$ cat src/design/tfb_pkg.sv
// Shared types, constants and the CRC helper for the telemetry frame builder.
package tfb_pkg;

    // Default sizes handed to the top level
    localparam int MAX_DATA_DEF     = 1024;
    localparam int NUM_CHANNELS_DEF = 8;

    // Primary plus secondary header bytes ahead of the data field
    localparam int HDR_BYTES = 10;

    // Field widths fixed by the frame layout
    localparam int SCID_W  = 10;
    localparam int VC_W    = 3;
    localparam int FHP_W   = 11;
    localparam int LEN_W   = 11;
    localparam int POS_W   = 12;
    localparam int COUNT_W = 8;
    localparam int CFG_W   = SCID_W;

    // Request codes
    typedef enum logic [1:0] {
        ACT_PULL = 2'd0,
        ACT_DATA = 2'd1,
        ACT_IDLE = 2'd2
    } action_t;

    // Response status codes
    localparam logic [1:0] ST_OK       = 2'd0;
    localparam logic [1:0] ST_TOO_LONG = 2'd1;
    localparam logic [1:0] ST_NO_FRAME = 2'd2;

    // Configuration register indexes
    localparam logic REG_SCID = 1'b0;
    localparam logic REG_IDLE = 1'b1;

    // Frame constants
    localparam logic [FHP_W-1:0] IDLE_FHP      = 11'h7FE;
    localparam logic [4:0]       STATUS_FLAGS  = 5'b10011;
    localparam logic [7:0]       FILL_BYTE     = 8'hFF;
    localparam logic [15:0]      CRC_INIT      = 16'hFFFF;
    localparam logic [15:0]      CRC_POLY      = 16'h1021;
    localparam logic [VC_W-1:0]  IDLE_VC_RESET = 3'd7;

    typedef struct packed {
        logic [1:0]       action;
        logic [VC_W-1:0]  vcid;
        logic [FHP_W-1:0] first_header_pointer;
        logic [LEN_W-1:0] payload_len;
        logic [7:0]       data_byte;
    } req_t;

    typedef struct packed {
        logic [7:0] out_byte;
        logic       byte_valid;
        logic       data_used;
        logic       frame_end;
        logic [1:0] status;
    } rsp_t;

    // Bytewise CRC-16 update, MSB first
    function automatic logic [15:0] crc_update(input logic [15:0] crc, input logic [7:0] b);
        logic [15:0] c;
        c = crc ^ {b, 8'h00};
        for (int k = 0; k < 8; k++)
        begin
            if (c[15])
                c = {c[14:0], 1'b0} ^ CRC_POLY;
            else
                c = {c[14:0], 1'b0};
        end
        return c;
    endfunction

endpackage

$ cat src/design/tfb_ram.sv
// Generic single-write, single-read RAM with registered read data.
module tfb_ram #(
    parameter int WIDTH = 8,
    parameter int DEPTH = 8,
    parameter int AW    = (DEPTH > 1) ? $clog2(DEPTH) : 1
) (
    input  logic             clk,
    input  logic             we,
    input  logic [AW-1:0]    waddr,
    input  logic [WIDTH-1:0] wdata,
    input  logic             re,
    input  logic [AW-1:0]    raddr,
    output logic [WIDTH-1:0] rdata
);

    logic [WIDTH-1:0] mem [DEPTH];
    logic [WIDTH-1:0] rdata_reg;

    // Write port
    always_ff @(posedge clk)
    begin
        if (we)
            mem[waddr] <= wdata;
    end

    // Registered read port, old data on a same-address write
    always_ff @(posedge clk)
    begin
        if (re)
            rdata_reg <= mem[raddr];
    end

    assign rdata = rdata_reg;

endmodule

$ cat src/design/telemetry_frame_builder.sv
// Telemetry transfer frame builder: frame start and bytewise serializer with CRC-16.
// A request's response passes the read stage, then the output register.
// Throughput: one request per cycle while the response output is not stalled,
// set by the read-modify-write of the channel count memory.
// Reset clears all counters, the frame state and the output valid flag at once;
// the count memory is covered by per-channel valid bits, so no clearing pass runs.
module telemetry_frame_builder #(
    parameter int MAX_DATA     = tfb_pkg::MAX_DATA_DEF,
    parameter int NUM_CHANNELS = tfb_pkg::NUM_CHANNELS_DEF
) (
    input  logic                 clk,
    input  logic                 rst_n,
    input  logic                 req_valid,
    output logic                 req_stall,
    input  tfb_pkg::req_t        req,
    output logic                 rsp_valid,
    input  logic                 rsp_stall,
    output tfb_pkg::rsp_t        rsp,
    input  logic                 cfg_we,
    input  logic                 cfg_index,
    input  logic [tfb_pkg::CFG_W-1:0] cfg_data
);

    import tfb_pkg::*;

    localparam int CH_W = (NUM_CHANNELS > 1) ? $clog2(NUM_CHANNELS) : 1;
    localparam logic [POS_W-1:0] POS_DATA   = POS_W'(HDR_BYTES);
    localparam logic [POS_W-1:0] POS_CRC_HI = POS_W'(HDR_BYTES + MAX_DATA);
    localparam logic [POS_W-1:0] POS_CRC_LO = POS_W'(HDR_BYTES + MAX_DATA + 1);
    localparam logic [LEN_W-1:0] LEN_MAX    = LEN_W'(MAX_DATA);

    // Configuration
    logic [SCID_W-1:0] scid_reg;
    logic [VC_W-1:0]   idle_vc_reg;

    // Channel read stage
    logic            s1_valid_reg;
    req_t            s1_item_reg;
    logic [VC_W-1:0] s1_ch_reg;

    // Frame state
    logic               frame_open_reg, frame_open_next;
    logic [POS_W-1:0]   pos_reg, pos_next;
    logic [15:0]        header_reg, header_next;
    logic [15:0]        status_word_reg, status_word_next;
    logic [15:0]        counts_reg, counts_next;
    logic [LEN_W-1:0]   fill_reg, fill_next;
    logic [15:0]        crc_reg, crc_next;
    logic [COUNT_W-1:0] master_reg, master_next;

    // Channel count memory support
    logic [NUM_CHANNELS-1:0] cnt_valid_reg;
    logic                    fwd_valid_reg;
    logic [CH_W-1:0]         fwd_ch_reg;
    logic [COUNT_W-1:0]      fwd_val_reg;
    logic                    ram_we;
    logic [COUNT_W-1:0]      ram_wdata;
    logic [COUNT_W-1:0]      ram_rdata;

    // Output register
    logic rsp_valid_reg;
    rsp_t rsp_reg, rsp_next;

    logic            req_accept;
    logic            advance;
    logic [VC_W-1:0] req_ch;
    logic [CH_W-1:0] ch_idx;
    logic            ch_ok;
    logic [COUNT_W-1:0] cnt_cur;
    logic [POS_W-1:0]   pos_off;
    logic [7:0]         pull_byte;
    logic               pull_used;

    // Handshake
    assign advance    = s1_valid_reg && (!rsp_valid_reg || !rsp_stall);
    assign req_stall  = s1_valid_reg && !advance;
    assign req_accept = req_valid && !req_stall;
    assign rsp_valid  = rsp_valid_reg;
    assign rsp        = rsp_reg;

    // Resolve the channel of a start request
    assign req_ch = (req.action == ACT_IDLE) ? idle_vc_reg : req.vcid;
    assign ch_idx = s1_ch_reg[CH_W-1:0];
    assign ch_ok  = {29'd0, s1_ch_reg} < 32'(NUM_CHANNELS);

    tfb_ram #(
        .WIDTH (COUNT_W),
        .DEPTH (NUM_CHANNELS),
        .AW    (CH_W)
    ) u_cnt_ram (
        .clk   (clk),
        .we    (ram_we),
        .waddr (ch_idx),
        .wdata (ram_wdata),
        .re    (req_accept),
        .raddr (req_ch[CH_W-1:0]),
        .rdata (ram_rdata)
    );

    // Current channel count: last write wins, unwritten entries read zero
    always_comb
    begin
        if (fwd_valid_reg && (fwd_ch_reg == ch_idx))
            cnt_cur = fwd_val_reg;
        else if (cnt_valid_reg[ch_idx])
            cnt_cur = ram_rdata;
        else
            cnt_cur = '0;
    end

    // Select the byte at the current frame position
    assign pos_off = pos_reg - POS_DATA;
    always_comb
    begin
        pull_used = 1'b0;
        if (pos_reg == POS_W'(0))
            pull_byte = header_reg[15:8];
        else if (pos_reg == POS_W'(1))
            pull_byte = header_reg[7:0];
        else if (pos_reg == POS_W'(2))
            pull_byte = counts_reg[15:8];
        else if (pos_reg == POS_W'(3))
            pull_byte = counts_reg[7:0];
        else if (pos_reg == POS_W'(4))
            pull_byte = status_word_reg[15:8];
        else if (pos_reg == POS_W'(5))
            pull_byte = status_word_reg[7:0];
        else if (pos_reg < POS_DATA)
            pull_byte = 8'h00;
        else if (pos_reg < POS_CRC_HI)
        begin
            if (pos_off < {1'b0, fill_reg})
            begin
                pull_byte = s1_item_reg.data_byte;
                pull_used = 1'b1;
            end
            else
                pull_byte = FILL_BYTE;
        end
        else if (pos_reg == POS_CRC_HI)
            pull_byte = crc_reg[15:8];
        else
            pull_byte = crc_reg[7:0];
    end

    // Process the request in the read stage
    always_comb
    begin
        rsp_next         = '0;
        frame_open_next  = frame_open_reg;
        pos_next         = pos_reg;
        header_next      = header_reg;
        status_word_next = status_word_reg;
        counts_next      = counts_reg;
        fill_next        = fill_reg;
        crc_next         = crc_reg;
        master_next      = master_reg;
        ram_we           = 1'b0;
        ram_wdata        = cnt_cur + COUNT_W'(1);
        if (advance)
        begin
            case (s1_item_reg.action)
                ACT_DATA, ACT_IDLE:
                begin
                    if (!ch_ok || ((s1_item_reg.action == ACT_DATA) &&
                                   (s1_item_reg.payload_len > LEN_MAX)))
                        rsp_next.status = ST_TOO_LONG;
                    else
                    begin
                        header_next = {2'b00, scid_reg, s1_ch_reg, 1'b0};
                        counts_next = {master_reg, cnt_cur};
                        master_next = master_reg + COUNT_W'(1);
                        ram_we      = 1'b1;
                        pos_next    = '0;
                        crc_next    = CRC_INIT;
                        frame_open_next = 1'b1;
                        if (s1_item_reg.action == ACT_IDLE)
                        begin
                            status_word_next = {STATUS_FLAGS, IDLE_FHP};
                            fill_next        = '0;
                        end
                        else
                        begin
                            status_word_next = {STATUS_FLAGS,
                                                s1_item_reg.first_header_pointer};
                            fill_next        = s1_item_reg.payload_len;
                        end
                    end
                end
                default:
                begin
                    if (!frame_open_reg)
                        rsp_next.status = ST_NO_FRAME;
                    else
                    begin
                        rsp_next.out_byte   = pull_byte;
                        rsp_next.byte_valid = 1'b1;
                        rsp_next.data_used  = pull_used;
                        if (pos_reg < POS_CRC_HI)
                            crc_next = crc_update(crc_reg, pull_byte);
                        if (pos_reg > POS_CRC_HI)
                        begin
                            rsp_next.frame_end = 1'b1;
                            frame_open_next    = 1'b0;
                            pos_next           = '0;
                        end
                        else
                            pos_next = pos_reg + POS_W'(1);
                    end
                end
            endcase
        end
    end

    // Configuration registers
    always_ff @(posedge clk or negedge rst_n)
    begin
        if (!rst_n)
        begin
            scid_reg    <= '0;
            idle_vc_reg <= IDLE_VC_RESET;
        end
        else if (cfg_we)
        begin
            case (cfg_index)
                REG_SCID: scid_reg    <= cfg_data;
                REG_IDLE: idle_vc_reg <= cfg_data[VC_W-1:0];
                default:  scid_reg    <= scid_reg;
            endcase
        end
    end

    // Read stage control
    always_ff @(posedge clk or negedge rst_n)
    begin
        if (!rst_n)
            s1_valid_reg <= 1'b0;
        else if (req_accept)
            s1_valid_reg <= 1'b1;
        else if (advance)
            s1_valid_reg <= 1'b0;
    end

    // Read stage payload
    always_ff @(posedge clk)
    begin
        if (req_accept)
        begin
            s1_item_reg <= req;
            s1_ch_reg   <= req_ch;
        end
    end

    // Frame state, counters and count forwarding
    always_ff @(posedge clk or negedge rst_n)
    begin
        if (!rst_n)
        begin
            frame_open_reg  <= 1'b0;
            pos_reg         <= '0;
            header_reg      <= '0;
            status_word_reg <= '0;
            counts_reg      <= '0;
            fill_reg        <= '0;
            crc_reg         <= CRC_INIT;
            master_reg      <= '0;
            cnt_valid_reg   <= '0;
            fwd_valid_reg   <= 1'b0;
            fwd_ch_reg      <= '0;
            fwd_val_reg     <= '0;
        end
        else
        begin
            frame_open_reg  <= frame_open_next;
            pos_reg         <= pos_next;
            header_reg      <= header_next;
            status_word_reg <= status_word_next;
            counts_reg      <= counts_next;
            fill_reg        <= fill_next;
            crc_reg         <= crc_next;
            master_reg      <= master_next;
            if (ram_we)
            begin
                cnt_valid_reg[ch_idx] <= 1'b1;
                fwd_valid_reg         <= 1'b1;
                fwd_ch_reg            <= ch_idx;
                fwd_val_reg           <= ram_wdata;
            end
        end
    end

    // Output register: load on advance, drop once taken
    always_ff @(posedge clk or negedge rst_n)
    begin
        if (!rst_n)
            rsp_valid_reg <= 1'b0;
        else if (advance)
            rsp_valid_reg <= 1'b1;
        else if (!rsp_stall)
            rsp_valid_reg <= 1'b0;
    end

    always_ff @(posedge clk)
    begin
        if (advance)
            rsp_reg <= rsp_next;
    end

`ifndef SYNTHESIS
    a_pos_closed: assert property (@(posedge clk) disable iff (!rst_n)
        !frame_open_reg |-> (pos_reg == '0))
        else $error("frame position nonzero with no frame open");

    a_pos_bound: assert property (@(posedge clk) disable iff (!rst_n)
        pos_reg <= POS_CRC_LO)
        else $error("frame position beyond last CRC byte");

    a_ram_in_range: assert property (@(posedge clk) disable iff (!rst_n)
        ram_we |-> (ch_ok && advance))
        else $error("channel count written for an invalid channel");

    a_end_clean: assert property (@(posedge clk) disable iff (!rst_n)
        (advance && rsp_next.frame_end) |=> (!frame_open_reg && (crc_reg == $past(crc_reg))))
        else $error("frame end left the frame open or changed the CRC");

    a_used_data: assert property (@(posedge clk) disable iff (!rst_n)
        (rsp_valid_reg && rsp_reg.data_used) |-> (rsp_reg.byte_valid && !rsp_reg.frame_end))
        else $error("data byte consumed outside the data field");
`endif

endmodule
$ cat config.mk
export PLATFORM = sky130hd
export DESIGN_NAME = telemetry_frame_builder
export DESIGN_NICKNAME = d
export VERILOG_FILES = /design/src/design/tfb_pkg.sv /design/src/design/tfb_ram.sv /design/src/design/telemetry_frame_builder.sv
export SDC_FILE = /design/constraint.sdc
export NUM_CORES = 1
export LEC_CHECK = 0
export BUFFER_PORTS_ARGS = -buffer_cell sky130_fd_sc_hd__buf_2
export CORE_ASPECT_RATIO = 1.4
export CORE_MARGIN = 2
export CORE_UTILIZATION = 55
export DETAILED_ROUTE_END_ITERATION = 10
export GPL_TIMING_DRIVEN = 1
export PLACE_DENSITY_LB_ADDON = 0.2
export SETUP_SLACK_MARGIN = 0.2
export SLEW_MARGIN = 20
export SYNTH_ARGS = -nofsm -noshare
export SYNTH_HDL_FRONTEND = slang
export SYNTH_SLANG_ARGS = --single-unit
$ cat constraint.sdc
create_clock -name clk -period 3.9 [get_ports clk]
set_input_delay 0.585 -clock clk [delete_from_list [all_inputs] [get_ports clk]]
set_output_delay 0.585 -clock clk [all_outputs]
set_load 0.02 [all_outputs]
==> summary.md <==
| Metric | Value |
|---|---|
| Status | `finished clean` |
| IR drop worst, VDD | `0.5359 mV` |
| Ys flop type | `edfxtp_1` |
| Clock tree buffer depth | `3` |
| # fillers | `1589` |
| FF+latch count, synth | `244` |
| Sequential area share after synthesis | `59.49%` |
| CTS Buf Count | `24` |
| Hold_buf cts | `0` |
| CTS tree | `yes` |
| Die span in y | `173.7 um` |
| Post-Syn Instances | `1046` |
| Worst setup EP type | `register` |
| IO Count | `66` |
| Post-synth ARST share | `50.82%` |
| Setup_tns | `0 ns` |
| Aggregate global routing overflow | `0` |
| Post-route ant nets | `0` |
| Largest register FFs | `64` |
| PnR worst setup slack | `0.2392 ns` |
| First-pass DRT Iterations | `5` |
| Crit Path Max Fanout | `5` |
| First-pass GRT wire length | `41.75 mm` |
| Fin crit period | `3.661 ns` |
| Rows | `62` |
| Mapped Area | `0.01131 mm2` |
| Hold slack | `0.1696 ns` |
| Data required, critical path | `4.34 ns` |
| # setup viols final | `0` |
| Post-placement setup slack | `0.05988 ns` |
| RePlAce Congestion | `0.9451` |
| Clk_lat worst skew | `0.52 ns` |
| Initial antenna violation count | `1` |
| Post-route design area | `0.01306 mm2` |
| RR Startpoint | `pos_reg[2]` |
| Largest net degree at the start of global routing | `64` |
| Initial core utilization | `55.66%` |
| Total GRT Usage | `24.02%` |
| CTS H-Tree Depth | `1` |
| Nets@finish | `1203` |
| Detailed placer's ending HPWL | `18.31 mm` |
| IO Port Bufs | `65` |
| Via density | `5.709` |
| Slew Viols, Final | `0` |
| Post-Syn Nets | `1117` |
| Warnings, synthesis | `0` |
| R2r worst-path depth | `15` |
| Post-layout power | `8.615 mW` |
| Area grow syn2layout | `15.44%` |
| RSZ-0062 raised after global routing | `true` |
| Crit Reg-Reg Endpoint | `crc_reg[5]` |
| Startpoint class of the critical path | `register` |
| R2R Setup Slk | `0.24 ns` |
| Fin. Hold Viols | `0` |
| Worst Max-Slew Pin Slew | `1.082 ns` |
| Arrival @ worst endpoint | `4.10 ns` |
| WL final | `25.87 mm` |
| Worst min path class | `input port to async pin` |
| Area after DPL | `0.01213 mm2` |
| Post-Synthesis Mean Instance Area | `10.82 um2` |
| CP Class | `register to register` |
| Synth area leaders | `edfxtp_1, dfrtp_1, nand2_1, dfstp_2, o21ai_0` |
| Layout cell share with drive strength beyond 1 | `20.09%` |
| Root buffer cell | `clkbuf_16` |
| Power Density | `659.6 mW/mm2` |
| Die area | `0.02175 mm2` |
| Most area-hungry cell type in the Yosys netlist | `edfxtp_1` |
| Chip Width | `125.2 um` |
| Wire length per cell | `18.39 um` |
| DRC | `0` |
| Yosys cell types | `75` |
| Floorplan Core Area | `0.02032 mm2` |
| Clock sinks | `244` |
| Post-synth top area share | `31.85%` |
| Final Cycle Share | `93.87%` |
| Number of DRC markers in iteration 0 | `458` |
| P_leak | `5.430 nW` |
| Via count | `8032` |
| Worst-path clk slew | `0.06 ns` |
| Max Cap Viol | `0` |
| Vias in the first global route | `8041` |
| Clock Skew | `0.01454 ns` |
| Max_slew headroom | `27.85%` |
| FMAX | `273.2 MHz` |
| Number of synthesized flops with an enable pin | `120` |
-- worst max-delay path by stage --
| stage | from | end | slack, ns |
|---|---|---|---|
| after floorplan | pos_reg[1] | crc_reg[15] | 0.20 |
| after global placement | pos_reg[1] | crc_reg[6] | 0.16 |
| after detailed placement | pos_reg[1] | crc_reg[13] | 0.06 |
| after CTS | pos_reg[1] | crc_reg[15] | 0.21 |
| after global routing | pos_reg[2] | crc_reg[5] | 0.05 |
| final | pos_reg[2] | crc_reg[5] | 0.24 |
-- critical path: stages (launching register included) --
cell and delay (ns):
dfrtp_1 0.42, inv_4 0.08, ha_4 0.13, nor2b_2 0.04
or4_4 0.44, nor3_4 0.13, xor2_1 0.16, ha_1 0.26
a21o_1 0.18, a211o_4 0.37, buf_4 0.15, o41ai_1 0.30
o31a_1 0.26, xnor3_2 0.38, xnor2_1 0.15, a21oi_1 0.15
-- cells in the final DEF, fill, tap and decap left out, types with 6 or more instances in the layout --
| cell | n |
|---|---|
| o21ai_0 | 68 |
| edfxtp_1 | 120 |
| mux2_2 | 16 |
| o22a_1 | 7 |
| nor2b_1 | 8 |
| nand3b_1 | 14 |
| mux2i_1 | 10 |
| buf_2 | 64 |
| xor2_1 | 15 |
| a22oi_1 | 8 |
| clkinv_1 | 6 |
| nand2b_1 | 11 |
| ha_1 | 19 |
| nand3_1 | 46 |
| dfstp_2 | 19 |
| inv_1 | 32 |
| buf_4 | 48 |
| or3_1 | 8 |
| clkbuf_16 | 25 |
| a21oi_1 | 28 |
| nor3_1 | 14 |
| nand2_1 | 225 |
| nor4_1 | 6 |
| or2_2 | 11 |
| a21o_1 | 7 |
| nor2_1 | 55 |
| dfrtp_1 | 105 |
| xnor2_1 | 27 |
-- power by group --
part,internal [mW],switching (mW),total [mW]
Clock,1.32,0.952,2.28
Sequential,3.28,0.303,3.58
Combinational,1.27,1.49,2.76
-- cell type report --
type                       instances  area (um2)  share of cell area, %
timing repair buffer             114       711.9                  5.451
multi-input combinational        712        4383                  33.56
tap                              256       320.3                  2.453
clock inverter                    13       116.4                 0.8910
antenna                            1       2.502                0.01916
sequential                       244        6730                  51.53
inverter                          36       137.6                  1.054
clock buffer                      31       658.1                  5.039
-- synthesized netlist by cell type, drive strengths merged (3+ instances only) --
cell       n
o2111ai    3
nand3     46
o211ai     3
nor3b      5
o22ai      3
nand4      7
buf        5
edfxtp   120
o21ai     70
nand3b    14
o41ai      5
a21oi     30
nor3      16
a22oi      9
ha        20
nor2b      9
inv       35
clkbuf    49
nand2b    11
xnor2     31
a31oi      3
a21o       7
and3       4
a32oi      3
xor2      15
a211oi     6
or2       11
o22a       7
dfrtp    105
mux2      16
a211o      4
or3       11
dfstp     19
o31ai      5
nor2      56
mux2i     12
nor4      10
and2       3
nand2    225
-- routing by layer --
metal | up-vias | GRT usage, % | part of all wire (%)
met2 | 198 | 42.60 | 52
met1 | 3899 | 28.34 | 38
met3 | 72 | 3.302 | 4.1
met5 | - | 0 | 0
met4 | 0 | 12.45 | 5.1
li1 | 3863 | - | -
-- logic make-up after synthesis --
group / share of synthesized area [%]
AO/OA/AOI/OAI: 10.43
XOR/XNOR: 4.048
adder cells (fa/ha/maj): 2.212
buffers and inverters: 3.086
flip-flops: 59.49
multiplexers: 3.052
AND/OR/NAND/NOR: 17.68
-- per-stage QoR --
stage / cells / utilization [%]
global placement: 1354 / 59.69
CTS: 1399 / 63.59
detailed placement: 1354 / 59.69
finish: 1407 / 64.26
global route: 1407 / 64.26
floorplan: 1046 / -
-- what timing repair did --
| item | in CTS | in global routing |
|---|---|---|
| gates resized for setup | 3 | 14 |
| pin swaps | 2 | 15 |
| setup endpoints to repair | 5 | 13 |
| gates cloned | 0 | 0 |
| buffers inserted | 1 | 7 |
No activity file was read; power rests on OpenSTA's default activity.
